File: src/rtl/spimrb_pkg.sv
// spimrb_pkg: operation and register codes, control/status bit positions,
// item types and helper functions for the spi master register block.
// no dependencies.
package spimrb_pkg;

	typedef enum logic [1:0] {
		OP_READ  = 2'd0,
		OP_WRITE = 2'd1,
		OP_TICK  = 2'd2,
		OP_NONE  = 2'd3
	} op_t;

	typedef enum logic [1:0] {
		REG_CTRL   = 2'd0,
		REG_STATUS = 2'd1,
		REG_DATA   = 2'd2,
		REG_NONE   = 2'd3
	} reg_sel_t;

	// control register bits
	localparam int unsigned CTL_IRQ_EN = 7;
	localparam int unsigned CTL_ENABLE = 6;
	localparam int unsigned CTL_LSB    = 5;
	localparam int unsigned CTL_MASTER = 4;
	localparam int unsigned CTL_POL    = 3;
	localparam int unsigned CTL_PHASE  = 2;

	// status register bits
	localparam int unsigned STS_DONE   = 7;
	localparam int unsigned STS_COLL   = 6;
	localparam int unsigned STS_DOUBLE = 0;

	localparam int unsigned BITS_PER_BYTE = 8;
	localparam int unsigned DIV_W         = 7;
	localparam int unsigned CNT_W         = 4;

	// laid out as on tdata, last field in the low bits
	typedef struct packed {
		logic       miso_in;
		logic [7:0] write_data;
		logic [1:0] reg_select;
	} in_item_t;

	typedef struct packed {
		logic       irq_out;
		logic       mosi_out;
		logic       sck_out;
		logic [7:0] read_data;
	} out_item_t;

	// sck half period in system clocks, indexed by {double_speed, rate}
	function automatic logic [DIV_W-1:0] half_period(input logic [2:0] idx);
		logic [DIV_W-1:0] hp;
		unique case (idx)
			3'd0:    hp = 7'd2;
			3'd1:    hp = 7'd8;
			3'd2:    hp = 7'd32;
			3'd3:    hp = 7'd64;
			3'd4:    hp = 7'd1;
			3'd5:    hp = 7'd4;
			3'd6:    hp = 7'd16;
			default: hp = 7'd32;
		endcase
		return hp;
	endfunction

	function automatic logic [7:0] shift_byte(input logic [7:0] value, input logic lsb_first,
		input logic bit_in);
		return lsb_first ? {bit_in, value[7:1]} : {value[6:0], bit_in};
	endfunction

endpackage

File: src/rtl/spi_master_register_block.sv
// spi_master_register_block: spi master with control, status and data registers,
// one register access or one system clock tick per item.
// depends on spimrb_pkg.
//
// channel   dir  tdata (low bit up)                      tuser
// s_axis    in   reg_select[1:0], write_data, miso_in     operation[1:0]
// m_axis    out  read_data, sck_out, mosi_out, irq_out    -
//
// one item per cycle while the skid entry is free; every item gives one registered result item.
// all state is updated at the edge that accepts the item; the result reflects it.
// a two-entry output buffer (output register plus skid) absorbs m_axis stalls;
// s_axis_tready drops only while the skid entry is full.
// arst_n clears all state and both output entries.
module spi_master_register_block (
	input  logic        clk,
	input  logic        arst_n,
	input  logic        s_axis_tvalid,
	output logic        s_axis_tready,
	input  logic [15:0] s_axis_tdata,  // reg_select[1:0], write_data[7:0], miso_in, zero fill
	input  logic [1:0]  s_axis_tuser,  // operation[1:0]
	output logic        m_axis_tvalid,
	input  logic        m_axis_tready,
	output logic [15:0] m_axis_tdata   // read_data[7:0], sck_out, mosi_out, irq_out, zero fill
);
	import spimrb_pkg::*;

	logic [7:0]       ctrl_q, ctrl_d;
	logic             dbl_q, dbl_d;
	logic [7:0]       shift_q, shift_d;
	logic [7:0]       rxbuf_q, rxbuf_d;
	logic [CNT_W-1:0] bitcnt_q, bitcnt_d;
	logic [DIV_W-1:0] divcnt_q, divcnt_d;
	logic             busy_q, busy_d;
	logic             done_q, done_d;
	logic             coll_q, coll_d;
	logic             seen_q, seen_d;
	logic             level_q, level_d;
	logic             sampled_q, sampled_d;

	op_t        op;
	reg_sel_t   sel;
	in_item_t   item;
	out_item_t  res;
	logic       accept;
	logic       phase1;
	logic [DIV_W-1:0] div_inc;
	logic [7:0] rd;

	out_item_t  out_q, skid_q;
	logic       out_vld_q, skid_vld_q;

	assign item   = in_item_t'(s_axis_tdata[10:0]);
	assign op     = op_t'(s_axis_tuser);
	assign sel    = reg_sel_t'(item.reg_select);
	assign accept = s_axis_tvalid && s_axis_tready;
	assign phase1 = ctrl_q[CTL_PHASE];
	assign div_inc = divcnt_q + 7'd1;

	always_comb begin
		ctrl_d    = ctrl_q;
		dbl_d     = dbl_q;
		shift_d   = shift_q;
		rxbuf_d   = rxbuf_q;
		bitcnt_d  = bitcnt_q;
		divcnt_d  = divcnt_q;
		busy_d    = busy_q;
		done_d    = done_q;
		coll_d    = coll_q;
		seen_d    = seen_q;
		level_d   = level_q;
		sampled_d = sampled_q;
		rd        = 8'd0;
		unique case (op)
			OP_READ: begin
				unique case (sel)
					REG_CTRL: rd = ctrl_q;
					REG_STATUS: begin
						rd = 8'd0;
						rd[STS_DONE]   = done_q;
						rd[STS_COLL]   = coll_q;
						rd[STS_DOUBLE] = dbl_q;
						seen_d = done_q || coll_q;
					end
					REG_DATA: begin
						rd = rxbuf_q;
						if (seen_q) begin
							done_d = 1'b0;
							coll_d = 1'b0;
							seen_d = 1'b0;
						end
					end
					default: rd = 8'd0;
				endcase
			end
			OP_WRITE: begin
				unique case (sel)
					REG_CTRL: begin
						ctrl_d = item.write_data;
						if (busy_q && (!item.write_data[CTL_ENABLE] ||
							!item.write_data[CTL_MASTER])) begin
							busy_d   = 1'b0;
							bitcnt_d = '0;
							divcnt_d = '0;
							level_d  = 1'b0;
						end
					end
					REG_STATUS: dbl_d = item.write_data[STS_DOUBLE];
					REG_DATA: begin
						// flag clear comes before the collision of this same write
						if (seen_q) begin
							done_d = 1'b0;
							coll_d = 1'b0;
							seen_d = 1'b0;
						end
						if (busy_q) begin
							coll_d = 1'b1;
						end else begin
							shift_d = item.write_data;
							if (ctrl_q[CTL_ENABLE] && ctrl_q[CTL_MASTER]) begin
								busy_d   = 1'b1;
								bitcnt_d = '0;
								divcnt_d = '0;
								level_d  = 1'b0;
							end
						end
					end
					default: ;
				endcase
			end
			OP_TICK: begin
				if (busy_q) begin
					divcnt_d = div_inc;
					if (div_inc >= half_period({dbl_q, ctrl_q[1:0]})) begin
						divcnt_d = '0;
						if (!level_q) begin
							// leading edge
							level_d = 1'b1;
							if (!phase1)
								sampled_d = item.miso_in;
							else if (bitcnt_q != '0)
								shift_d = shift_byte(shift_q, ctrl_q[CTL_LSB], sampled_q);
						end else begin
							// trailing edge
							level_d = 1'b0;
							if (!phase1)
								shift_d = shift_byte(shift_q, ctrl_q[CTL_LSB], sampled_q);
							else
								sampled_d = item.miso_in;
							bitcnt_d = bitcnt_q + 4'd1;
							if (bitcnt_d >= CNT_W'(BITS_PER_BYTE)) begin
								if (phase1)
									shift_d = shift_byte(shift_d, ctrl_q[CTL_LSB], sampled_d);
								rxbuf_d  = shift_d;
								done_d   = 1'b1;
								busy_d   = 1'b0;
								bitcnt_d = '0;
								divcnt_d = '0;
								level_d  = 1'b0;
							end
						end
					end
				end
			end
			default: ;
		endcase
	end

	always_comb begin
		res.read_data = rd;
		res.sck_out   = ctrl_d[CTL_POL] ^ level_d;
		res.mosi_out  = ctrl_d[CTL_LSB] ? shift_d[0] : shift_d[7];
		res.irq_out   = done_d && ctrl_d[CTL_IRQ_EN];
	end

	always_ff @(posedge clk or negedge arst_n) begin
		if (!arst_n) begin
			ctrl_q    <= '0;
			dbl_q     <= 1'b0;
			shift_q   <= '0;
			rxbuf_q   <= '0;
			bitcnt_q  <= '0;
			divcnt_q  <= '0;
			busy_q    <= 1'b0;
			done_q    <= 1'b0;
			coll_q    <= 1'b0;
			seen_q    <= 1'b0;
			level_q   <= 1'b0;
			sampled_q <= 1'b0;
		end else if (accept) begin
			ctrl_q    <= ctrl_d;
			dbl_q     <= dbl_d;
			shift_q   <= shift_d;
			rxbuf_q   <= rxbuf_d;
			bitcnt_q  <= bitcnt_d;
			divcnt_q  <= divcnt_d;
			busy_q    <= busy_d;
			done_q    <= done_d;
			coll_q    <= coll_d;
			seen_q    <= seen_d;
			level_q   <= level_d;
			sampled_q <= sampled_d;
		end
	end

	// output register plus skid entry
	assign s_axis_tready = !skid_vld_q;
	assign m_axis_tvalid = out_vld_q;
	assign m_axis_tdata  = {5'd0, out_q.irq_out, out_q.mosi_out, out_q.sck_out,
		out_q.read_data};

	always_ff @(posedge clk or negedge arst_n) begin
		if (!arst_n) begin
			out_vld_q  <= 1'b0;
			skid_vld_q <= 1'b0;
		end else begin
			if (!out_vld_q || m_axis_tready) begin
				if (skid_vld_q) begin
					out_vld_q  <= 1'b1;
					skid_vld_q <= 1'b0;
				end else begin
					out_vld_q <= accept;
				end
			end else if (accept) begin
				skid_vld_q <= 1'b1;
			end
		end
	end

	always_ff @(posedge clk) begin
		if (!out_vld_q || m_axis_tready) begin
			if (skid_vld_q)
				out_q <= skid_q;
			else if (accept)
				out_q <= res;
		end else if (accept) begin
			skid_q <= res;
		end
	end

	// the serial clock rests at its idle level and counters are cleared between bytes
	assert property (@(posedge clk) disable iff (!arst_n)
		!busy_q |-> (!level_q && bitcnt_q == '0 && divcnt_q == '0))
		else $error("idle with exchange state left over");

	assert property (@(posedge clk) disable iff (!arst_n)
		bitcnt_q < CNT_W'(BITS_PER_BYTE))
		else $error("bit count past a byte");

	assert property (@(posedge clk) disable iff (!arst_n)
		divcnt_q < 7'd64)
		else $error("divider count past longest half period");

	assert property (@(posedge clk) disable iff (!arst_n)
		skid_vld_q |-> out_vld_q)
		else $error("skid entry full with output register empty");

	assert property (@(posedge clk) disable iff (!arst_n)
		(accept && op == OP_TICK && !busy_q) |=> ($stable(shift_q) && !busy_q))
		else $error("tick changed state while idle");

endmodule
File: config.mk
export PLATFORM = sky130hd
export DESIGN_NAME = spi_master_register_block
export DESIGN_NICKNAME = d
export VERILOG_FILES = /design/src/rtl/spimrb_pkg.sv /design/src/rtl/spi_master_register_block.sv
export SDC_FILE = /design/constraint.sdc
export NUM_CORES = 1
export LEC_CHECK = 0
export ABC_AREA = 1
export ABC_CLOCK_PERIOD_IN_PS = 4350
export BUFFER_PORTS_ARGS = -buffer_cell sky130_fd_sc_hd__buf_2
export CAP_MARGIN = 20
export CORE_ASPECT_RATIO = 1.1
export CORE_MARGIN = 4
export CORE_UTILIZATION = 45
export DETAILED_ROUTE_END_ITERATION = 12
export HOLD_SLACK_MARGIN = 0.08
export PLACE_DENSITY = 0.73
export SYNTH_ARGS = -nofsm -noshare
export SYNTH_HDL_FRONTEND = slang
export SYNTH_SLANG_ARGS = --single-unit
File: constraint.sdc
create_clock -name clk -period 4.35 [get_ports clk]
set_clock_uncertainty 0.05 [all_clocks]
set_input_delay 1.305 -clock clk [delete_from_list [all_inputs] [get_ports clk]]
set_output_delay 1.305 -clock clk [all_outputs]
set_load 0.02 [all_outputs]
### Word level (Yosys, flattened, before mapping)

Index checks and enable logic that the tools add are counted.

* register bits after elaboration: 66
* output and inout bits: 18
* word-level logic and storage cells: 170

* $add $sub $neg: 2
* magnitude comparators: 2
* eq/ne operators: 23
* mux-type cells: 85
* bitwise operators: 2
* reduce and logical (&&, ||, !) cells: 32

Operators by type and width (count)
* $mux 8: 19
* $mux 7: 7
* $pmux 7 s6: 1
* $mux 1: 35
* $mux 4: 7
* $pmux 7 s2: 2
* $pmux 8 s3: 1
* $mux 11: 2
* $ne 3x3->1 const B: 6
* $pmux 1 s2: 8
* $pmux 4 s2: 2
* $pmux 8 s2: 1
* $ne 2x2->1 const B: 6
* $reduce_and 4->1: 3
* $eq 3x3->1 const B: 3
* $reduce_and 9->1: 1
* $reduce_and 8->1: 1
* $reduce_bool 2->1: 4
* $add 7x1->7 const B: 1
* $ge 7x7->1: 1
* $reduce_and 7->1: 1
* $reduce_and 3->1: 2
* $reduce_and 6->1: 1
* $reduce_and 5->1: 1
* 18 further kinds: 30

### Logic depth before layout (Yosys ltp)

Gate-level depths: netlist of the first run.

* depth in word-level cells: 18
* mapped depth: 19
* depth with buffers taken out: 19

### Least setup slack after synthesis of the first run

No wires, ideal clock.

* kind: input to register
* start: input port s_axis_tuser[0]
* end: register bitcnt_q[1]
* library setup time: 0.083 ns
* arrival: 2.586 ns
* setup slack: 1.632 ns
* stages on the path: 8
* buffers on the path: 1
* cells stage by stage: inv_1 ha_1 buf_2 inv_1 o21ai_0 nor4_4 nand4_1 o21ai_0

* cells in the longest elaborated chain, start to end: 3
* elaborated cells between the ends (all ways): 12
* those cells by class: eq/ne: 9; mux: 1; reduce/logical: 2

Ends and longest elaborated chain
* start: declaration: RTL line spi_master_register_block.sv:20 `input logic [1:0] s_axis_tuser,`
* $eq 2x1->1 or $eq 2x2->1 (tied branches): RTL line spi_master_register_block.sv:73 `unique case (op)`
* $ne 3x2->1 (no source line), or another cell as far along
* $reduce_and 9->1 (no source line)
* end signal: assignment: RTL line spi_master_register_block.sv:194 `bitcnt_q <= bitcnt_d;`
* end: declaration: RTL line spi_master_register_block.sv:31 `logic [CNT_W-1:0] bitcnt_q, bitcnt_d;`

Parallel ways exist; a longest one is shown, timed or not.
A chain may end at the register's enable or synchronous reset.

==> results of run 1 <==
[routing by layer]
metal	global-route usage	part of all wire
met5	0	0
met4	0.0829	0.033
met1	0.230	0.44
met2	0.304	0.48
met3	0.0506	0.056
[metrics by stage]
stage	area, µm²	worst slack, ns
2_1_floorplan	4080	1.63
3_3_place_gp	4260	1.16
3_5_place_dp	4260	1.09
4_1_cts	4460	1.29
5_1_grt	4480	1.07
6_report	4480	1.28
[power by group through the flow]
stage / clock network (µW) / registers [µW] / logic [µW]
floorplan: 0 / 836 / 450
global placement: 0 / 854 / 555
detailed placement: 0 / 858 / 571
CTS: 540 / 847 / 573
global route: 572 / 865 / 659
finish: 532 / 847 / 575
[sequential cells by signal, summed over array words and instances, names as in the netlist]
name	cells
done_q	1
divcnt_q	7
m_axis_tvalid	1
level_q	1
m_axis_tdata	11
busy_q	1
skid_vld_q	1
skid_q	11
sampled_q	1
coll_q	1
seen_q	1
rxbuf_q	8
bitcnt_q	4
shift_q	8
ctrl_q	8
dbl_q	1
[area by class of cell]
class,count,area share
timing repair buffer,30,0.0368
clock buffer,9,0.0276
sequential,66,0.393
inverter,67,0.0572
clock inverter,7,0.0176
tap,114,0.0318
multi-input combinational,376,0.436
[Yosys cell counts, types with 2 or more instances]
| master | instances |
|---|---|
| a31oi_1 | 2 |
| a22o_1 | 2 |
| nand3_2 | 4 |
| nand2_1 | 162 |
| nand3_1 | 32 |
| clkbuf_1 | 4 |
| buf_6 | 3 |
| o21ai_2 | 2 |
| nor2_2 | 3 |
| dfrtp_1 | 44 |
| o22ai_1 | 7 |
| nor3_1 | 2 |
| nor2_1 | 26 |
| nand2_2 | 5 |
| a21oi_1 | 19 |
| o221ai_1 | 6 |
| buf_2 | 4 |
| nand4_1 | 8 |
| a21oi_2 | 2 |
| ha_1 | 14 |
| nor2_4 | 2 |
| xor2_1 | 6 |
| o21a_1 | 6 |
| o211ai_1 | 4 |
| edfxtp_1 | 22 |
| inv_1 | 58 |
| buf_4 | 5 |
| o21ai_0 | 47 |
| inv_2 | 8 |
[critical path: cells and delay by family, from the launching register on]
kind | cells | cell delay (ns)
AOI/OAI and AO/OA | 2 | 0.31
xor gates and xnor gates | 1 | 0.26
adders and majority gates | 2 | 0.57
DFF | 1 | 0.45
and+or+nand+nor | 10 | 1.19
[kinds of logic (layout without fill, tap and decap cells)]
group / count (synthesis) / count (layout) / share of synthesized area
adder cells (fa/ha/maj): 14 / 14 / 0.0431
AO/OA/AOI/OAI: 101 / 101 / 0.147
other: 1 / 5 / 0.000923
flip-flops: 66 / 66 / 0.433
multiplexers: 1 / 1 / 0.00277
XOR/XNOR: 7 / 7 / 0.0151
AND/OR/NAND/NOR: 248 / 248 / 0.268
buffers and inverters: 83 / 113 / 0.0893
[path summary, 6_finish.rpt]
kind                                             endpoint  slack [ns]  cells after the start
min in group asynchronous          shift_q[0]$_DFFE_PN0P_        0.76                      1
worst min-delay path               rxbuf_q[1]$_DFFE_PN0P_        0.44                      1
worst min register to register     rxbuf_q[1]$_DFFE_PN0P_        0.44                      1
worst max register to register  m_axis_tdata[9]$_DFFE_PP_        1.28                     15
worst max-delay path            m_axis_tdata[9]$_DFFE_PP_        1.28                     15
max in group asynchronous          rxbuf_q[1]$_DFFE_PN0P_        3.02                      2
==> results.md, run 1 <==
* Outcome: complete, no violations
* Fin Setup TNS at 0 ns
* Drt drc at 0
* HP Start: rxbuf_q[1]$_DFFE_PN0P_
* Ys async rst share at 0.667
* Placed cells at 652
* Starting Density at 0.460
* CTS tree: done
* Yosys top cell by area: dfrtp_1
* Worst-Margin Slew at about 0.82 ns
* Buffers on Ports at 29
* Register Area at 0.00176 mm²
* Final hold slack at 0.445 ns
* Vias in the first global route at between 3000 and 4000
* CP max-delay cell: dfrtp_1
* 1st-pass router iterations at 5
* Antenna-violating nets left at 0
* Min Clock Period, post-route at between 3 and 4 ns
* Initial antenna violation count at 0
* Drt initial violations at ~190
* Pwr dens at roughly 440 mW/mm²
* Peak Freq at 0.326 GHz
* Largest net degree at the start of global routing at 45
* Leakage at 0.00216 µW
* Max cap viols at 0
* Post-synthesis average cell area at 7.80 µm²
* P_sw at about 740 µW
* Clk slew on worst S/H paths at roughly 0.08 ns
* Hold Buf Count CTS at 0
* Crit-path cells: ha_1, nand4_1, xor2_1, ha_1, a21o_1, nor2_1, nand3_2, nand3_1, o21ai_0, nand2_1, nand2_1, nand2_1, nand2_1, nand2_1, nand2_1
* P_int at 1220 µW
* Leading cell types in the layout, fill and taps excluded: nand2_1, inv_1, o21ai_0, dfrtp_1, nand3_1
* Setup crit start: divcnt_q[0]$_DFFE_PN0P_
* CP Class: reg -> reg
* Post-route insts no fill at 669
* Hold Path Class: reg -> reg
* Most common cell after layout, fill and taps aside: nand2_1
* Crit path launch type: flop
* Final-report setup violation count at 0
* Mapped Cells at 521
* Die W at 98.6 µm
* Post-CTS sizing at 0
* Clock sink total at 66
* Worst slew margin at 0.451
* R2r startpoint: divcnt_q[0]$_DFFE_PN0P_
* Worst path max stage delay at 0.45 ns
* Layout Utilization at 0.508
* Top cell type's share of synthesized area at 0.271
* Fin crit share at 0.705
* Ports at 40
* Fin nets at 586
* Area contributors post-synth: dfrtp_1, edfxtp_1, nand2_1
* IR drop worst, VDD at 0.000157 V
* Comb power frac at 0.294
* Synth unique cells at 41
* CTS root buf: clkbuf_8
* HPWL Detailed at 7070 µm
* Clock Latency Late Sink at 0.36 ns
* Post-synthesis register bit count at 66
* Share of power burned in registers at 0.434
* Slew Limit Fails at 0
* Worst Path Max Fanout at 7
* Clock buffer count from CTS at 9
* Number of synthesized flops with an enable pin at 22
* GRT overflow at 0
* Site Rows at 36
* Core box area at between 0.008 and 0.009 mm²
* CP most frequent cell: nand2_1
* Die area at 0.0106 mm²
* Placer Congestion at 0.897
* WP data arrival at 3.14 ns
* Layout cells sized above 1 at 0.137
* Area grow syn2layout at 10.3%
* DR vias/cell at between 5 and 6
* Antenna Cells at 0
* Sw frac at 0.377
* Filler cells at 899
* GRT Overall Usage at 0.186
* Final Hold Viols at 0
* Ys Warns at 0
* Seq/Total Area, Yosys at 0.433
* Area of the multi-input gates at 0.00195 mm²
* Routed vias at about 3500
* Crit end category: flop
* Die H at 108 µm
* Synth Cell Area at between 0.004 and 0.005 mm²
* First-pass GRT wire length at between 15000 and 20000 µm
* Avg WL per Cell at 13.8 µm
* Power Total at 1950 µW
* CTS H-tree lvls at 3
* Clk buf depth at 2
* Final WL at 9230 µm
* Clock share of power at 0.272
* Worst Path Required at 4.42 ns
* Post-CTS Repair Setup Buffers at 0
* RSZ-0062 raised after global routing: no
* Post-synth top flop: dfrtp_1
No activity file was read; power rests on OpenSTA's default activity.
==> run 2: changes to the inputs <==
- ABC_CLOCK_PERIOD_IN_PS: 4350 -> 2800
- PLACE_DENSITY: 0.73 -> 0.76
- clock period: 4.35 -> 2.8 ns (I/O delays scaled with it)
==> run 2 against run 1 <==
Setup slack got worse by 1.2 ns; die area did not move; critical path depth is 1 higher; global-route usage up 0.22 points; largest cell class unchanged.
==> results.md, run 2 (synthesis results as in run 1) <==
* Outcome: complete, no violations
* Max cap viols at 0 (unchanged)
* Crit path launch type: flop
* Buffers on Ports at 29 (unchanged)
* Clock sink total at 66 (unchanged)
* Final-report setup violation count at 0 (unchanged)
* CTS tree: done
* Leading cell types in the layout, fill and taps excluded: nand2_1, inv_1, o21ai_0, dfrtp_1, nand3_1
* Clk slew on worst S/H paths at 0.09 ns (about the same)
* Site Rows at 36 (unchanged)
* Die H at 108 µm (unchanged)
* Layout Utilization at 0.542 (+0.0343)
* Layout cells sized above 1 at 0.194 (+0.0572)
* Pwr dens at 688 mW/mm² (+58%)
* CTS root buf: clkbuf_8
* Drt initial violations at 307 (+65%)
* CP Class: reg -> reg
* Clock Latency Late Sink at 0.36 ns (about the same)
* Largest net degree at the start of global routing at 24 (-47%)
* Sw frac at 0.372 (-0.00529)
* Clock share of power at 0.283 (+0.011)
* Fin crit share at 0.967 (+0.262)
* Ports at 40 (unchanged)
* Hold Path Class: in -> async
* WP data arrival at 2.91 ns (-0.23 ns)
* Clk buf depth at 2 (unchanged)
* Worst Path Max Fanout at 7 (unchanged)
* Share of power burned in registers at 0.398 (-0.036)
* Drt drc at 0 (unchanged)
* Routed vias at 3691 (+4.8%)
* Most common cell after layout, fill and taps aside: nand2_1
* Min Clock Period, post-route at 2.71 ns (-0.359 ns)
* Core box area at 0.00883 mm² (unchanged)
* Leakage at 0.00229 µW (+6.0%)
* Initial antenna violation count at 0 (unchanged)
* Pre-CTS WS at 0.0338 ns (-1.06 ns)
* GRT overflow at 0 (unchanged)
* Die W at 98.6 µm (unchanged)
* Placed cell areas at 0.00439 mm² (+2.9%)
* Area grow syn2layout at 17.8%
* First-pass GRT wire length at 16200 µm (+3.3%)
* HPWL Detailed at 7300 µm (+3.3%)
* Worst slew margin at 0.620 (+0.169)
* Worst-Margin Slew at 0.571 ns (-0.250 ns)
* P_int at 2070 µW (+70%)
* RSZ-0062 raised after global routing: yes
* Placer Congestion at 0.941 (+5.0%)
* Fin nets at 608 (+3.8%)
* Final hold slack at 0.419 ns (-0.0259 ns)
* Fin Setup TNS at 0 ns (unchanged)
* IR drop worst, VDD at 0.000279 V (+78%)
* Avg WL per Cell at 14.3 µm (+3.9%)
* Clock buffer count from CTS at 9 (unchanged)
* Cell area after layout at 0.00479 mm² (+6.8%)
* CTS H-tree lvls at 3 (unchanged)
* Comb power frac at 0.319 (+0.025)
* Antenna-violating nets left at 0 (unchanged)
* Worst Path Required at 3.00 ns (-1.42 ns)
* 1st-pass router iterations at 5 (unchanged)
* Final Hold Viols at 0 (unchanged)
* Slew Limit Fails at 0 (unchanged)
* DR vias/cell at 5.34 (+1.5%)
* Final WS setup at 0.0928 ns (-1.19 ns)
* P_sw at 1220 µW (+66%)
* Final WL at 9910 µm (+7.3%)
* Antenna Cells at 0 (unchanged)
* Peak Freq at 0.369 GHz (+13%)
* Crit end category: flop
* GRT Overall Usage at 0.188 (+0.00224)
* Starting Density at 0.460 (unchanged)
* Vias in the first global route at 3464 (+3.2%)
* Die area at 0.0106 mm² (unchanged)
==> run 2: cell type report <==
class / count / area (µm²)
fillers: 814 / 4040
multi-input cells: 376 / 2060
flip-flops and latches: 66 / 1760
repair buffers: 52 / 334
inverters: 67 / 256
well taps: 114 / 143
clock buffers: 9 / 124
clock inverters: 7 / 103
==> run 2: path summary, 6_finish.rpt <==
check	to	cells past startpoint	slack, ns	startpoint
min reg2reg	rxbuf_q[1]$_DFFE_PN0P_	1	0.45	rxbuf_q[1]$_DFFE_PN0P_
min in group clk	rxbuf_q[1]$_DFFE_PN0P_	1	0.45	rxbuf_q[1]$_DFFE_PN0P_
max in group asynchronous	m_axis_tvalid$_DFFE_PN0N_	2	1.69	arst_n
max reg2reg	bitcnt_q[3]$_DFFE_PN0P_	16	0.09	divcnt_q[2]$_DFFE_PN0P_
min	sampled_q$_DFFE_PN0P_	1	0.42	arst_n
max	bitcnt_q[3]$_DFFE_PN0P_	16	0.09	divcnt_q[2]$_DFFE_PN0P_
==> run 2: per-layer routing <==
layer | global-route usage | vias to the layer above | wire (µm)
met2 | 0.320 | 143 | 4890
li1 | - | 1817 | -
met5 | 0 | - | 0
met4 | 0.0888 | 0 | 313
met3 | 0.0337 | 32 | 568
met1 | 0.231 | 1699 | 4140
==> run 2: repair_timing <==
| action | 4_1_cts | 5_1_grt |
|---|---|---|
| hold buffers | 0 | 0 |
| setup buffers | 0 | 8 |
| setup endpoints to repair | 0 | 26 |
| resized for setup | 0 | 19 |
==> run 2: through the flow <==
step	power, µW	instances
2_1_floorplan	2000	525
3_3_place_gp	2220	667
3_5_place_dp	2250	667
4_1_cts	3180	683
5_1_grt	3490	691
6_report	3290	691
==> run 2: worst max-delay path, stage by stage (launching register included) <==
cell and delay (ns):
dfrtp_1 0.42, buf_4 0.15, nand3_1 0.09, xor2_1 0.21, inv_1 0.11, ha_4 0.28
nand2_1 0.04, nor2_1 0.08, nand4_1 0.14, nand3_4 0.16, buf_4 0.12, nor2_1 0.03
buf_4 0.15, nor4_4 0.25, buf_4 0.18, buf_4 0.10, nor2_1 0.03
==> run 2: power groups by stage <==
| stage | sequential [µW] | clock (µW) | combinational [µW] |
|---|---|---|---|
| after floorplan | 1300 | 0 | 699 |
| after global placement | 1320 | 0 | 905 |
| after detailed placement | 1320 | 0 | 929 |
| after CTS | 1300 | 942 | 935 |
| after global routing | 1330 | 977 | 1180 |
| final | 1310 | 932 | 1050 |
==> run 3: changes to the inputs <==
--- a/config.mk
+++ b/config.mk
@@ -15,2 +15,3 @@
 export DETAILED_ROUTE_END_ITERATION = 12
+export GPL_ROUTABILITY_DRIVEN = 0
 export HOLD_SLACK_MARGIN = 0.08
--- a/constraint.sdc
+++ b/constraint.sdc
@@ -4,2 +4,2 @@
 set_output_delay 0.84 -clock clk [all_outputs]
-set_load 0.02 [all_outputs]
+set_load 0.05 [all_outputs]
==> run 3 against run 2 <==
Wire length decreased by 2.4%; combinational power about the same; sequential share of layout area increased by 0.41 points; die area unchanged; hold slack got worse by 0.043 ns; global-route usage decreased by 0.39 points; first-iteration DRC count decreased by 28%; flip-flop and latch count unchanged; setup slack improved by 0.028 ns.
==> results.md, run 3 (synthesis results as in run 1) <==
* Outcome: complete, no violations
* Hold Path Class: in -> async
* Final Hold Viols at 0 (unchanged)
* CP Class: reg -> reg
* Antenna Cells at 0 (unchanged)
* Leakage at 0.00225 µW (-1.6%)
* Antenna-violating nets left at 0 (unchanged)
* Leading cell types in the layout, fill and taps excluded: nand2_1, inv_1, o21ai_0, dfrtp_1, nand3_1
* CP max-delay cell: dfrtp_2
* Die area at 0.0106 mm² (unchanged)
* CP delay by family, top: adder cells
* Peak Freq at 0.373 GHz (+1.1%)
* Ports at 40 (unchanged)
* Layout Utilization at 0.537 (-0.00553)
* Worst-Margin Slew at 0.505 ns (-0.0657 ns)
* Power Total at 3260 µW (-0.95%)
* Worst Path Required at 2.98 ns (-0.02 ns)
* Worst reg-to-reg setup slack at 0.12 ns (+0.03 ns)
* Crit-path cells: ha_4, xor2_1, ha_1, a21oi_1, o21ai_0, nand2_1, nand3_4, nand3_4, buf_4, inv_1, nand3_1, mux2_2
* Clk buf depth at 2 (unchanged)
* GRT Overall Usage at 0.184 (-0.00391)
* Area grow syn2layout at 16.6%
* Clock sink total at 66 (unchanged)
* Post-route insts no fill at 686 (-0.72%)
* Largest net degree at the start of global routing at 18 (-25%)
* CP most frequent cell: nand3_4
* Hold Buf Count CTS at 0 (unchanged)
* Layout cells sized above 1 at 0.191 (-0.00355)
* CTS H-tree lvls at 3 (unchanged)
* Drt initial violations at 220 (-28%)
* Crit end category: flop
* Cell area after layout at 0.00474 mm² (-1.0%)
* GRT overflow at 0 (unchanged)
* 1st-pass router iterations at 8 (+3)
* Min Clock Period, post-route at 2.68 ns (-0.0284 ns)
* Max cap viols at 0 (unchanged)
* Clock buffer count from CTS at 9 (unchanged)
* Die H at 108 µm (unchanged)
* CP Buf/Inv Count at 2 (-4)
* Starting Density at 0.460 (unchanged)
* Site Rows at 36 (unchanged)
* Routed vias at 3718 (+0.73%)
* Buffers on Ports at 29 (unchanged)
* Die W at 98.6 µm (unchanged)
* Placed cells at 666 (-0.15%)
* Fin nets at 603 (-0.82%)
* Core box area at 0.00883 mm² (unchanged)
* CTS root buf: clkbuf_8
* Final WL at 9680 µm (-2.4%)
* Vias in the first global route at 3386 (-2.3%)
* Placed cell areas at 0.00438 mm² (-0.17%)
* CTS tree: done
* Worst path max stage delay at 0.46 ns (+0.04 ns)
* Crit path launch type: flop
* Clock Latency Late Sink at 0.34 ns (-0.02 ns)
* Fin Setup TNS at 0 ns (unchanged)
* Initial antenna violation count at 0 (unchanged)
* First-pass GRT wire length at 15800 µm (-2.4%)
* Worst slew margin at 0.663 (+0.0438)
* DR vias/cell at 5.42 (+1.5%)
* IR drop worst, VDD at 0.000256 V (-8.0%)
* Drt drc at 0 (unchanged)
* Most common cell after layout, fill and taps aside: nand2_1
* Worst Path Max Fanout at 6 (-1)
* Avg WL per Cell at 14.1 µm (-1.7%)
* Slew Limit Fails at 0 (unchanged)
* Final-report setup violation count at 0 (unchanged)
* Fin crit share at 0.957 (-0.0101)
* Clk slew on worst S/H paths at 0.08 ns (about the same)
* HPWL Detailed at 7230 µm (-0.95%)
* WP data arrival at 2.86 ns (-0.05 ns)
* Pwr dens at 688 mW/mm² (about the same)
-- run 3: changes by cell type in the layout (fill, tap and decap cells not counted), sizes merged --
cell | before | now
buf | 52 | 47
clkinv | 4 | 3
clkinvlp | 0 | 1
-- run 3: through the flow --
stage | worst slack, ns | hold slack [ns]
3_3_place_gp | 0.0913 | 0.424
4_1_cts | 0.0524 | 0.374
5_1_grt | -0.0552 | 0.384
6_report | 0.121 | 0.375
2_1_floorplan | 0.303 | 0.414
3_5_place_dp | 0.0721 | 0.430
-- run 3: final timing paths --
kind / cells after the start / endpoint / start
setup reg to reg: 12 / sampled_q$_DFFE_PN0P_ / divcnt_q[1]$_DFFE_PN0P_
max in group asynchronous: 2 / divcnt_q[1]$_DFFE_PN0P_ / arst_n
hold / removal: 1 / bitcnt_q[2]$_DFFE_PN0P_ / arst_n
min in group clk: 1 / rxbuf_q[2]$_DFFE_PN0P_ / rxbuf_q[2]$_DFFE_PN0P_
setup / recovery: 12 / sampled_q$_DFFE_PN0P_ / divcnt_q[1]$_DFFE_PN0P_
hold reg to reg: 1 / rxbuf_q[2]$_DFFE_PN0P_ / rxbuf_q[2]$_DFFE_PN0P_
-- run 3: routing by layer --
| metal | vias to the layer above | wire length (µm) | GRT usage |
|---|---|---|---|
| li1 | 1817 | - | - |
| met1 | 1758 | 4140 | 0.232 |
| met2 | 123 | 4870 | 0.314 |
| met3 | 20 | 470 | 0.0376 |
| met4 | 0 | 201 | 0.0654 |
| met5 | - | 0 | 0 |
-- run 3: timing repair --
item / CTS / global route
setup buffers: 0 / 4
gates resized for setup: 0 / 20
endpoints found under the setup margin: 0 / 17
-- run 3: area by class of cell --
class | count | area (µm²)
Clock inverter | 7 | 91.3
Sequential cell | 66 | 1760
Tap cell | 114 | 143
Multi-Input combinational cell | 376 | 2060
Fill cell | 845 | 4090
Timing Repair Buffer | 47 | 297
Clock buffer | 9 | 124
Inverter | 67 | 256
-- run 3: report_power, final --
group	switching [µW]	internal, µW	total [µW]	leakage (µW)
registers	161	1160	1320	0.000772
logic	687	372	1060	0.00137
clock network	379	499	878	0.000109
total	1230	2030	3260	0.00225
